[config.mk]
export PLATFORM = sky130hd
export DESIGN_NAME = deadband_tracking_servo_scan
export DESIGN_NICKNAME = d
export VERILOG_FILES = /design/src/hw/rtl/dts_pkg.sv /design/src/hw/rtl/deadband_tracking_servo_scan.sv
export VERILOG_INCLUDE_DIRS = /design/src /design/src/hw/rtl
export SDC_FILE = /design/constraint.sdc
export NUM_CORES = 1
export LEC_CHECK = 0
export BUFFER_PORTS_ARGS = -buffer_cell sky130_fd_sc_hd__buf_2
export CORE_AREA = 2 2 175 177
export DETAILED_ROUTE_END_ITERATION = 8
export DIE_AREA = 0 0 177 179
export HOLD_SLACK_MARGIN = 0.06
export PLACE_DENSITY = 0.75
export SKIP_LAST_GASP = 1
export SYNTH_ARGS = -nofsm -noshare
export SYNTH_HDL_FRONTEND = slang
export SYNTH_SLANG_ARGS = --single-unit
[constraint.sdc]
create_clock -name clk -period 23.5 [get_ports clk]
set_clock_uncertainty 0.15 [all_clocks]
set_input_delay 2.35 -clock clk [delete_from_list [all_inputs] [get_ports clk]]
set_output_delay 2.35 -clock clk [all_outputs]
set_load 0.05 [all_outputs]
[src/hw/rtl/assert_macros.svh]
// Assertion helper macros for the servo tracker RTL.
// Clocked, reset-qualified concurrent checks; no other dependencies.
`ifndef ASSERT_MACROS_SVH
`define ASSERT_MACROS_SVH

// Property checked at every clock edge outside reset.
`define DTS_ASSERT(lbl, clk, rstn, prop, msg) \
  lbl: assert property (@(posedge clk) disable iff (!rstn) (prop)) else $error(msg);

// Antecedent implies consequent at the next clock.
`define DTS_ASSERT_NEXT(lbl, clk, rstn, ante, cons, msg) \
  lbl: assert property (@(posedge clk) disable iff (!rstn) (ante) |=> (cons)) else $error(msg);

`endif

[src/hw/rtl/dts_pkg.sv]
// Package for the deadband tracking servo scan block.
// Word types, command and register codes, fixed-point constants, helpers.
`timescale 1ns / 1ps
`default_nettype none

package dts_pkg;

  localparam int COUNT_WIDTH    = 12;
  localparam int POSE_FRAC_BITS = 8;

  localparam int POSE_W   = 8 + POSE_FRAC_BITS;
  localparam int EXT_W    = 28;
  localparam int CMP_W    = (COUNT_WIDTH > 12) ? COUNT_WIDTH : 12;

  localparam int MUL_A_W  = 16;
  localparam int MUL_B_W  = 10;
  localparam int MUL_P_W  = MUL_A_W + 1 + MUL_B_W;
  localparam int PROD_W   = MUL_A_W + MUL_B_W;
  localparam int MCNT_W   = $clog2(MUL_B_W);
  localparam int DIFF_W   = 7;

  localparam int STEP_SH  = 16 - POSE_FRAC_BITS;
  localparam int LINK_SH  = 8;

  localparam logic [7:0]  SERVO_LO      = 8'd43;
  localparam logic [7:0]  SERVO_HI      = 8'd150;
  localparam int          SWEEP_TOP     = 150;
  localparam logic [15:0] LINK_COEF_Q16 = 16'd63422;

  localparam logic [POSE_W-1:0] POSE_ONE   = POSE_W'(1 << POSE_FRAC_BITS);
  localparam logic [POSE_W-1:0] SWEEP_POSE = POSE_W'(SWEEP_TOP * (1 << POSE_FRAC_BITS));
  localparam logic [POSE_W-1:0] POSE_RST   = POSE_W'(100 * (1 << POSE_FRAC_BITS));
  localparam logic [POSE_W-1:0] POSE_TOP   = POSE_W'(255 * (1 << POSE_FRAC_BITS));

  localparam logic [COUNT_WIDTH-1:0] CNT_MAX  = {COUNT_WIDTH{1'b1}};
  localparam logic [MCNT_W-1:0]      MUL_LAST = MCNT_W'(MUL_B_W - 1);

  localparam logic [1:0] CMD_TICK   = 2'd0;
  localparam logic [1:0] CMD_SIGHT  = 2'd1;
  localparam logic [1:0] CMD_MANUAL = 2'd2;

  localparam logic [2:0] REG_CENTER_ROW   = 3'd0;
  localparam logic [2:0] REG_UPPER_THR    = 3'd1;
  localparam logic [2:0] REG_LOWER_THR    = 3'd2;
  localparam logic [2:0] REG_GAIN         = 3'd3;
  localparam logic [2:0] REG_POSE_MIN     = 3'd4;
  localparam logic [2:0] REG_POSE_MAX     = 3'd5;
  localparam logic [2:0] REG_LOST_TICKS   = 3'd6;
  localparam logic [2:0] REG_SWEEP_PERIOD = 3'd7;

  typedef struct packed {
    logic [1:0] cmd;
    logic [9:0] image_row;
    logic [7:0] manual_position;
  } dts_in_word_t;

  typedef struct packed {
    logic [7:0]  servo_position;
    logic [14:0] link_angle;
    logic        target_lost;
  } dts_out_word_t;

  typedef enum logic [2:0] {
    ST_IDLE,
    ST_STEP_MUL,
    ST_POSE,
    ST_LINK_MUL,
    ST_DONE
  } dts_state_t;

  function automatic logic [7:0] clamp_servo(input logic [7:0] v);
    logic [7:0] r;
    r = v;
    if (v > SERVO_HI) r = SERVO_HI;
    if (v < SERVO_LO) r = SERVO_LO;
    return r;
  endfunction

  function automatic logic [DIFF_W-1:0] link_diff(input logic [7:0] servo);
    logic [7:0] d;
    d = SERVO_HI - servo;
    return d[DIFF_W-1:0];
  endfunction

endpackage

`default_nettype wire

[src/hw/rtl/deadband_tracking_servo_scan.sv]
// Top level of the deadband tracking servo scan block.
// Uses dts_pkg and assert_macros.svh; holds config, pose state and a
// bit-serial shift-add multiplier shared by the pose step and link angle.
//
// One word is processed at a time. A tick that sends nothing leaves the block
// in ST_IDLE, ready for the next word. A manual command or a sweep step runs
// the link-angle product in ST_LINK_MUL, loads its result from ST_DONE and
// then returns to ST_IDLE; a sighting first runs the pose-step product in
// ST_STEP_MUL and updates the pose in ST_POSE. The bit-serial multiplier
// forms each product one multiplier bit per cycle: one product for the
// sighting pose step, one for the link angle. A finished result sits in the
// output register while the next word is accepted; a result that finds that
// register still full and stalled waits, and the input stalls with it.
`timescale 1ns / 1ps
`default_nettype none

module deadband_tracking_servo_scan (
  input  wire logic                   clk,
  input  wire logic                   rst_n,
  input  wire logic                   in_valid,
  output logic                        in_stall,
  input  wire dts_pkg::dts_in_word_t  in_word,
  output logic                        out_valid,
  input  wire logic                   out_stall,
  output dts_pkg::dts_out_word_t      out_word,
  input  wire logic                   cfg_we,
  input  wire logic [2:0]             cfg_index,
  input  wire logic [15:0]            cfg_data
);
  import dts_pkg::*;
  `include "assert_macros.svh"

  logic [9:0]  center_row_r, upper_thr_r, lower_thr_r;
  logic [15:0] gain_r;
  logic [7:0]  pose_min_r, pose_max_r;
  logic [11:0] lost_ticks_r;
  logic [5:0]  sweep_period_r;

  logic [POSE_W-1:0]      pose_r, pose_nxt;
  logic [COUNT_WIDTH-1:0] tick_count_r, tick_count_nxt;
  logic [5:0]             sweep_phase_r, sweep_phase_nxt;
  logic                   lost_flag_r, lost_flag_nxt;

  dts_state_t        state_r, state_nxt;
  logic [MCNT_W-1:0] cnt_r, cnt_nxt;
  logic [MUL_P_W-1:0] p_r, p_nxt;
  logic [MUL_A_W-1:0] mcand_r, mcand_nxt;
  logic               up_r, up_nxt, dn_r, dn_nxt;
  logic [7:0]         servo_r, servo_nxt;

  logic          out_valid_r, out_valid_nxt;
  dts_out_word_t out_word_r, out_word_nxt;

  logic accept, out_load, mul_run, tick_emit;
  logic sight_acc, link_end;

  // tick path
  logic [COUNT_WIDTH-1:0] tc_inc;
  logic                   past;
  logic [POSE_W-1:0]      base_pose, pose_dec, pose_wrap;
  logic [5:0]             base_phase, ph_inc;
  logic                   step_hit;
  logic [7:0]             tick_servo, manual_servo;

  // sighting path
  logic [9:0]              d_row;
  logic [MUL_A_W:0]        mul_sum;
  logic [MUL_P_W-1:0]      p_shift;
  logic [PROD_W:0]         step_sum;
  logic signed [EXT_W-1:0] step_e, pose_e, pose_sel, hi_e, lo_e;
  logic [POSE_W-1:0]       pose_cl;
  logic [7:0]              sight_servo;
  logic [PROD_W-1:0]       link_sum;

  // ---------------- next state ----------------
  always_comb begin
    state_nxt = state_r;
    case (state_r)
      ST_IDLE: begin
        if (accept) begin
          case (in_word.cmd)
            CMD_SIGHT:  state_nxt = ST_STEP_MUL;
            CMD_MANUAL: state_nxt = ST_LINK_MUL;
            CMD_TICK:   state_nxt = tick_emit ? ST_LINK_MUL : ST_IDLE;
            default:    state_nxt = ST_IDLE;
          endcase
        end
      end
      ST_STEP_MUL: if (cnt_r == MUL_LAST) state_nxt = ST_POSE;
      ST_POSE:     state_nxt = ST_LINK_MUL;
      ST_LINK_MUL: if (cnt_r == MUL_LAST) state_nxt = ST_DONE;
      ST_DONE:     if (out_load) state_nxt = ST_IDLE;
      default:     state_nxt = ST_IDLE;
    endcase
  end

  // ---------------- fsm outputs ----------------
  always_comb begin
    in_stall = 1'b1;
    mul_run  = 1'b0;
    out_load = 1'b0;
    case (state_r)
      ST_IDLE:     in_stall = 1'b0;
      ST_STEP_MUL: mul_run  = 1'b1;
      ST_LINK_MUL: mul_run  = 1'b1;
      ST_DONE:     out_load = !out_valid_r || !out_stall;
      default:     in_stall = 1'b1;
    endcase
  end

  assign accept = in_valid && !in_stall;

  // ---------------- datapath ----------------
  always_comb begin
    tc_inc     = (tick_count_r == CNT_MAX) ? tick_count_r : tick_count_r + 1'b1;
    past       = CMP_W'(tc_inc) > CMP_W'(lost_ticks_r);
    base_pose  = lost_flag_r ? pose_r : SWEEP_POSE;
    base_phase = lost_flag_r ? sweep_phase_r : 6'd0;
    ph_inc     = base_phase + 6'd1;
    step_hit   = ph_inc >= sweep_period_r;
    pose_dec   = base_pose - POSE_ONE;
    pose_wrap  = (pose_dec == '0) ? SWEEP_POSE : pose_dec;
    tick_servo = clamp_servo(pose_dec[POSE_W-1:POSE_FRAC_BITS]);
    tick_emit  = past && step_hit;
    manual_servo = clamp_servo(in_word.manual_position);

    d_row = (in_word.image_row >= center_row_r) ? in_word.image_row - center_row_r
                                                : center_row_r - in_word.image_row;

    mul_sum = p_r[MUL_P_W-1:MUL_B_W] + (p_r[0] ? {1'b0, mcand_r} : '0);
    p_shift = {1'b0, mul_sum, p_r[MUL_B_W-1:1]};

    step_sum = {1'b0, p_r[PROD_W-1:0]} + (PROD_W+1)'(1 << (STEP_SH - 1));
    step_e   = signed'(EXT_W'(step_sum >> STEP_SH));
    pose_e   = signed'(EXT_W'(pose_r));
    hi_e     = signed'(EXT_W'({pose_max_r, {POSE_FRAC_BITS{1'b0}}}));
    lo_e     = signed'(EXT_W'({pose_min_r, {POSE_FRAC_BITS{1'b0}}}));
    pose_sel = pose_e;
    if (up_r && !dn_r) pose_sel = pose_e - step_e;
    if (dn_r && !up_r) pose_sel = pose_e + step_e;
    if (pose_sel > hi_e) pose_sel = hi_e;
    if (pose_sel < lo_e) pose_sel = lo_e;
    pose_cl     = pose_sel[POSE_W-1:0];
    sight_servo = clamp_servo(pose_cl[POSE_W-1:POSE_FRAC_BITS]);

    link_sum = p_r[PROD_W-1:0] + PROD_W'(1 << (LINK_SH - 1));

    pose_nxt        = pose_r;
    tick_count_nxt  = tick_count_r;
    sweep_phase_nxt = sweep_phase_r;
    lost_flag_nxt   = lost_flag_r;
    cnt_nxt         = mul_run ? cnt_r + 1'b1 : '0;
    p_nxt           = mul_run ? p_shift : p_r;
    mcand_nxt       = mcand_r;
    up_nxt          = up_r;
    dn_nxt          = dn_r;
    servo_nxt       = servo_r;

    if (mul_run && cnt_r == MUL_LAST) cnt_nxt = '0;

    if (accept) begin
      case (in_word.cmd)
        CMD_SIGHT: begin
          tick_count_nxt = '0;
          lost_flag_nxt  = 1'b0;
          up_nxt         = in_word.image_row >= upper_thr_r;
          dn_nxt         = in_word.image_row < lower_thr_r;
          p_nxt          = {{(MUL_P_W-MUL_B_W){1'b0}}, d_row};
          mcand_nxt      = gain_r;
        end
        CMD_MANUAL: begin
          servo_nxt = manual_servo;
          p_nxt     = {{(MUL_P_W-DIFF_W){1'b0}}, link_diff(manual_servo)};
          mcand_nxt = LINK_COEF_Q16;
        end
        CMD_TICK: begin
          tick_count_nxt = tc_inc;
          if (past) begin
            lost_flag_nxt = 1'b1;
            if (step_hit) begin
              sweep_phase_nxt = 6'd0;
              pose_nxt        = pose_wrap;
              servo_nxt       = tick_servo;
              p_nxt           = {{(MUL_P_W-DIFF_W){1'b0}}, link_diff(tick_servo)};
              mcand_nxt       = LINK_COEF_Q16;
            end else begin
              sweep_phase_nxt = ph_inc;
              pose_nxt        = base_pose;
            end
          end
        end
        default: ;
      endcase
    end

    if (state_r == ST_POSE) begin
      pose_nxt  = pose_cl;
      servo_nxt = sight_servo;
      p_nxt     = {{(MUL_P_W-DIFF_W){1'b0}}, link_diff(sight_servo)};
      mcand_nxt = LINK_COEF_Q16;
    end

    out_valid_nxt = out_load || (out_valid_r && out_stall);
    out_word_nxt  = out_word_r;
    if (out_load) begin
      out_word_nxt.servo_position = servo_r;
      out_word_nxt.link_angle     = link_sum[LINK_SH+14:LINK_SH];
      out_word_nxt.target_lost    = lost_flag_r;
    end
  end

  // ---------------- registers ----------------
  always_ff @(posedge clk) begin
    if (!rst_n) begin
      center_row_r   <= 10'd240;
      upper_thr_r    <= 10'd250;
      lower_thr_r    <= 10'd230;
      gain_r         <= 16'd1507;
      pose_min_r     <= 8'd52;
      pose_max_r     <= 8'd148;
      lost_ticks_r   <= 12'd2000;
      sweep_period_r <= 6'd50;
      pose_r         <= POSE_RST;
      tick_count_r   <= '0;
      sweep_phase_r  <= '0;
      lost_flag_r    <= 1'b0;
      state_r        <= ST_IDLE;
      cnt_r          <= '0;
      out_valid_r    <= 1'b0;
    end else begin
      pose_r        <= pose_nxt;
      tick_count_r  <= tick_count_nxt;
      sweep_phase_r <= sweep_phase_nxt;
      lost_flag_r   <= lost_flag_nxt;
      state_r       <= state_nxt;
      cnt_r         <= cnt_nxt;
      out_valid_r   <= out_valid_nxt;
      if (cfg_we) begin
        case (cfg_index)
          REG_CENTER_ROW:   center_row_r   <= cfg_data[9:0];
          REG_UPPER_THR:    upper_thr_r    <= cfg_data[9:0];
          REG_LOWER_THR:    lower_thr_r    <= cfg_data[9:0];
          REG_GAIN:         gain_r         <= cfg_data;
          REG_POSE_MIN:     pose_min_r     <= cfg_data[7:0];
          REG_POSE_MAX:     pose_max_r     <= cfg_data[7:0];
          REG_LOST_TICKS:   lost_ticks_r   <= cfg_data[11:0];
          REG_SWEEP_PERIOD: sweep_period_r <= cfg_data[5:0];
          default: ;
        endcase
      end
    end
  end

  always_ff @(posedge clk) begin
    p_r        <= p_nxt;
    mcand_r    <= mcand_nxt;
    up_r       <= up_nxt;
    dn_r       <= dn_nxt;
    servo_r    <= servo_nxt;
    out_word_r <= out_word_nxt;
  end

  assign out_valid = out_valid_r;
  assign out_word  = out_word_r;

  // ---------------- assertions ----------------
  assign sight_acc = accept && (in_word.cmd == CMD_SIGHT);
  assign link_end  = (state_r == ST_LINK_MUL) && (cnt_r == MUL_LAST);

  `DTS_ASSERT_NEXT(a_sight_to_mul, clk, rst_n, sight_acc, state_r == ST_STEP_MUL, "no step mul")
  `DTS_ASSERT_NEXT(a_link_to_done, clk, rst_n, link_end, state_r == ST_DONE, "link mul stuck")
  `DTS_ASSERT(a_pose_range, clk, rst_n, pose_r <= POSE_TOP, "stored pose out of range")

endmodule

`default_nettype wire

# == After elaboration in Yosys (flattened, before gate mapping) ==
# Index checks and enable logic that the tools add are counted.
# word_totals
ff_bits,200
in_bits,44
word_cells,165
# classes
n_addsub,14
magnitude_cmp,13
eq_ne,23
muxes,49
bitwise_logic,2
reduce_logical,40
# op_table
op,count
$mux W16,11
$mux W27,4
$mux W28,3
$pmux W27 S3,1
$mux W8,10
$pmux W16 S3,1
$gt A28 B17 Y1,1
$lt A28 B17 Y1,1
$add A26 B8 Y27 const B,1
$gt A8 B8 Y1 const B,3
$lt A8 B6 Y1 const B,3
$pmux W12 S2,1
$add A23 B8 Y23 const B,1
$sub A5 B7 Y7 const A,3
$add A16 B19 Y20,1
$ge A10 B10 Y1,2
$reduce_and A2 Y1,10
$sub A10 B10 Y10,2
$sub A16 B19 Y20,1
$add A17 B16 Y17,1
$logic_not A16 Y1,1
$pmux W8 S2,1
$sub A16 B9 Y16 const B,1
$eq A3 B3 Y1 const B,5
other kinds (37),72

# == Longest topological paths before layout ==
# depth
depth_word,13
mapped_depth,41
mapped_depth_nobuf,38

# == Worst setup path after synthesis ==
# OpenSTA, ideal clock, no wires.
# synth_timing
path_kind,register -> register
from,register p_r[9]
to,register p_r[6]
arrival_ns,7.526
t_required_ns,23.230
setup_slack_ns,15.704
path_stages_with_launch,37
synth_period_minus_slack_ns,7.796
path_cell_list,dfxtp_1 > buf_2 > nand4_1 > or2_1 > xnor2_1 > ha_1 > buf_6 > or4_1 > a211oi_2 > nor2_1 > xnor2_1 > a211oi_1 > ha_1 > o21a_1 > o21ai_1 > a21oi_1 > or3_1 > a21oi_1 > o211a_2 > o21ai_0 > o21ai_0 > ha_1 > a21o_1 > a21oi_1 > nor2b_1 > nor3_1 > nor2_2 > nand3_1 > mux2i_1 > or4_1 > o2111ai_1 > a21o_1 > a21bo_2 > ha_1 > a21oi_2 > mux2_1 > a211o_1
# synth_between
elab_chain_len,13
word_cells_on_any_way,15
cone_classes,add/sub (4); order compare (4); mux (7)
# synth_rtl
element,line,text
start: declaration,deadband_tracking_servo_scan.sv:46,"logic [MUL_P_W-1:0] p_r, p_nxt;"
start signal: assignment,deadband_tracking_servo_scan.sv:255,p_r <= p_nxt;
$add A26 B8 Y27 *,deadband_tracking_servo_scan.sv:133,"step_sum = {1'b0, p_r[PROD_W-1:0]} + (PROD_W+1)'(1 << (STEP_SH - 1));"
$sub A16 B19 Y20,deadband_tracking_servo_scan.sv:139,if (up_r && !dn_r) pose_sel = pose_e - step_e;
$mux W28,deadband_tracking_servo_scan.sv:139,
$mux W28 *,deadband_tracking_servo_scan.sv:140,if (dn_r && !up_r) pose_sel = pose_e + step_e;
$gt A28 B17 Y1,deadband_tracking_servo_scan.sv:141,if (pose_sel > hi_e) pose_sel = hi_e;
$mux W28 *,deadband_tracking_servo_scan.sv:141,
$lt A28 B17 Y1,deadband_tracking_servo_scan.sv:142,if (pose_sel < lo_e) pose_sel = lo_e;
$mux W16 *,deadband_tracking_servo_scan.sv:142,
$gt A8 B8 Y1,dts_pkg.sv:74,if (v > SERVO_HI) r = SERVO_HI;
$mux W8,dts_pkg.sv:74,
$mux W8 *,dts_pkg.sv:75,if (v < SERVO_LO) r = SERVO_LO;
$sub A5 B7 Y7 *,dts_pkg.sv:81,d = SERVO_HI - servo;
$mux W7 *,deadband_tracking_servo_scan.sv:196,if (state_r == ST_POSE) begin
via p_nxt[6],deadband_tracking_servo_scan.sv:46,
# Mark *: on every way through the listed nets, which the timed path passes. The rest lies on a longest branch.
# A chain may end at the register's enable or synchronous reset.

# == Worst setup path after layout ==
# layout_timing
from,register p_r[7]
to,register p_r[6]
# layout_between
elab_chain_len,13
word_cells_on_any_way,20
cone_classes,add/sub (4); order compare (4); mux (12)
# layout_rtl
element,line
$add A26 B8 Y27,deadband_tracking_servo_scan.sv:133
$sub A16 B19 Y20,deadband_tracking_servo_scan.sv:139
$mux W28,deadband_tracking_servo_scan.sv:139
$mux W28,deadband_tracking_servo_scan.sv:140
$gt A28 B17 Y1,deadband_tracking_servo_scan.sv:141
$mux W28,deadband_tracking_servo_scan.sv:141
$lt A28 B17 Y1,deadband_tracking_servo_scan.sv:142
$mux W16,deadband_tracking_servo_scan.sv:142
$gt A8 B8 Y1,dts_pkg.sv:74
$mux W8,dts_pkg.sv:74
$mux W8,dts_pkg.sv:75
$sub A5 B7 Y7,dts_pkg.sv:81
$mux W7 *,deadband_tracking_servo_scan.sv:196
via p_nxt[6],deadband_tracking_servo_scan.sv:46
# Marks and branches as above.

==> out/metrics.yaml <==
timing:
  finalHoldViolations: 0
  setup_viol: 0
  final.setup.tns_ns: 0
  slew_headroom_pct: 32.5
  max_freq_mhz: 107
  tightest_slew_ns: 1.01
  rsz0062_at_grt: "no"
  post-route-period-util_pct: 39.7
  period_needed_ns: 9.34
  slew_viol_final: 0
power_and_ir_drop:
  powerDensity_mw_per_mm2: 112
  ir_drop_v: 0.0000629
  p_leak_nw: 6.65
  power_mw: 1.79
drt:
  routed_via_density: 5.97
  first_iter_violations: 1123
  detail-route-antenna-nets: 0
  dr.pass1.iters: 8
  drc: 0
  wl_mm: 43.5
  drt-wirelength-per-cell_um: 19.5
  vias: 13334
synthesis:
  netlist.area_leader.share_pct: 22.6
  syn_avg_cell_area_um2: 8.13
  synth_top_area_cell: "dfxtp_1"
  async_flop_share_pct: 0
  synthXorXnorAreaFrac_pct: 4.88
  synth-main-ff-cell: "dfxtp_1"
  syn_area_mm2: 0.0147
  ys_ff_latch: 200
  synthCells: 1812
  synth.area.top_cells: "dfxtp_1 (23%), ha_1 (11%), edfxtp_1 (6.9%)"
  yosysUniqueCellTypes: 96
  yosysSeqAreaShare_pct: 29.5
  synth_adder_area_share_pct: 11.9
  yosys_warnings: 0
  synthTopCellsByCount: "nand2_1 (230), dfxtp_1 (166), ha_1 (132)"
  synth.area.mux_share_pct: 2.01
  synth_edf_count: 34
  synthSimpleGateAreaFrac_pct: 20.5
  synth_top_family_by_area: "compound AO/OA/AOI/OAI gates"
  post-synth-top-count-cell: "nand2_1"
  synthesis.nets: 1993
  synth_compound_area_share_pct: 25.2
die:
  initial_core_util_pct: 49.0
  fp.dieW_um: 177
  io_pins: 70
  die_y_um: 179
  rows: 64
  coreArea_mm2: 0.0300
  dieArea_mm2: 0.0317
grt:
  overflow: 0
  grt_pass1_vias: 12508
  antenna_found_initial: 1
  track_usage_pct: 27.5
  grt_pass1_wl_mm: 68.3
  grt_max_degree: 63
job:
  drv_cap: 0
worst_setup_path:
  crit_top_cell: "ha_1"
  cp-startpoint: "p_r[7]$_SDFF_PP0_"
  reg2regPathDepth: 36
  critPathCaptureType: "flip-flop"
  cp_data_arrival_time_ns: 9.54
  r2r_end: "p_r[6]$_DFF_P_"
  path_class: "flip-flop to flip-flop"
  critPathRequiredTime_ns: 23.70
  r2r_start: "p_r[7]$_SDFF_PP0_"
  slowest_stage: "nor2_1"
  r2r_slack_ns: 14.16
  worstSetupStartpointType: "flip-flop"
  cp_max_fo: 11
  slowest_delay_ns: 0.60
  crit_end: "p_r[6]$_DFF_P_"
placement:
  dp.final_hpwl_mm: 33.0
  portBuffers: 69
  routabilityCongestion: 0.946
cells_and_area:
  multi_input_area_mm2: 0.00952
  diodes: 0
  drive_gt1_share_pct: 9.19
  area_growth_pct: 8.12
  seqCellArea_mm2: 0.00434
  nFillCells: 2869
  fin_util_pct: 53.0
  final_nets: 2006
clock_network:
  clockBufferDepth: 2
  post_cts_resized: 0
  clkSinkCount: 200
  ctsHoldBuffers: 0
  cts_setup_buffers: 0
  root_buffer: "clkbuf_16"
  cts_tree: "yes"
  htree_levels: 4
  cts_inserted_buffers: 17
  clk_latency_ns: 0.45
  clk_pin_slew_ns: 0.09
hold_path:
  hp-class: "flip-flop to flip-flop"
  hp-start: "gain_r[13]$_SDFFE_PN0P_"
outcome:
  outcome: "completed"
cell usage in the layout, fill, tap and decap left out, drive strengths merged, types with 15 or more instances in the layout:
| master | count |
|---|---|
| a211oi | 17 |
| a21boi | 51 |
| a21o | 36 |
| a21oi | 125 |
| a22oi | 25 |
| and2 | 39 |
| and3 | 16 |
| buf | 80 |
| clkbuf | 17 |
| dfxtp | 166 |
| edfxtp | 34 |
| ha | 132 |
| inv | 136 |
| mux2i | 21 |
| nand2 | 233 |
| nand2b | 30 |
| nand3 | 48 |
| nand4 | 20 |
| nor2 | 114 |
| nor2b | 53 |
| nor3 | 24 |
| o211ai | 46 |
| o21ai | 75 |
| o21bai | 15 |
| o22ai | 15 |
| xnor2 | 53 |
| xor2 | 29 |
layer usage:
metal | up-vias | GRT usage (%) | part of all wire, %
met3 | 64 | 3.65 | 5.5
met4 | 2 | 8.37 | 2.5
met2 | 451 | 46.6 | 48
met1 | 6339 | 36.4 | 44
met5 | - | 0 | 0.030
li1 | 6478 | - | -
worst min-delay path by stage:
stage	slack [ns]	cells after the start	end
CTS	0.32	0	out_word[19]$_DFFE_PP_
global route	0.33	1	mcand_r[7]$_SDFFE_PP1P_
floorplan	0.25	0	out_word[16]$_DFFE_PP_
global placement	0.29	1	mcand_r[13]$_SDFFE_PP1P_
finish	0.32	2	gain_r[13]$_SDFFE_PN0P_
detailed placement	0.29	0	out_word[18]$_DFFE_PP_
worst max-delay path, delay by kind of cell (launching register included):
kind | cells | cell delay (ns)
flops | 1 | 0.41
compound gates | 12 | 3.02
buf+inv | 1 | 0.16
mux | 3 | 0.65
simple gates | 14 | 2.99
xor+xnor | 1 | 0.38
fa+ha+maj | 5 | 1.47
power breakdown:
part	total [mW]	internal (mW)	switching (mW)
clock network	0.319	0.158	0.162
registers	0.452	0.396	0.0555
logic	1.02	0.388	0.631
total	1.79	0.942	0.848
per-stage QoR:
| step | area, µm² | cells | hold WS [ns] | setup slack, ns |
|---|---|---|---|---|
| 6_report | 15900 | 2234 | 0.316 | 14.16 |
| 5_1_grt | 15900 | 2234 | 0.325 | 13.51 |
| 4_1_cts | 15900 | 2234 | 0.316 | 14.22 |
| 3_5_place_dp | 15300 | 2202 | 0.285 | 14.25 |
| 3_3_place_gp | 15300 | 2202 | 0.291 | 14.47 |
| 2_1_floorplan | 14700 | 1812 | 0.250 | 15.70 |
cells by family (layout without fill, tap and decap cells):
| group | after synthesis | in the layout |
|---|---|---|
| compound gates | 528 | 528 |
| xor+xnor | 82 | 82 |
| mux | 28 | 28 |
| fa+ha+maj | 137 | 137 |
| flops | 200 | 200 |
| buf+inv | 216 | 242 |
| simple gates | 621 | 621 |
area by class of cell:
class	instances	share of cell area (%)
flip-flops and latches	200	27.3
clock buffers	17	2.67
multi-input cells	1396	59.8
inverters	130	3.07
clock inverters	15	1.38
repair buffers	80	2.69
well taps	396	3.11
sequential cells by signal (all words and copies together), names as in the netlist, 3 cells and up:
signal	cells
center_row_r	10
pose_max_r	8
p_r	27
pose_r	16
tick_count_r	12
sweep_period_r	6
cnt_r	4
pose_min_r	8
gain_r	16
state_r	3
lost_ticks_r	12
upper_thr_r	10
lower_thr_r	10
sweep_phase_r	6
mcand_r	16
out_word	24
servo_r	8
Note: power is estimated with default switching activity, not from simulation.
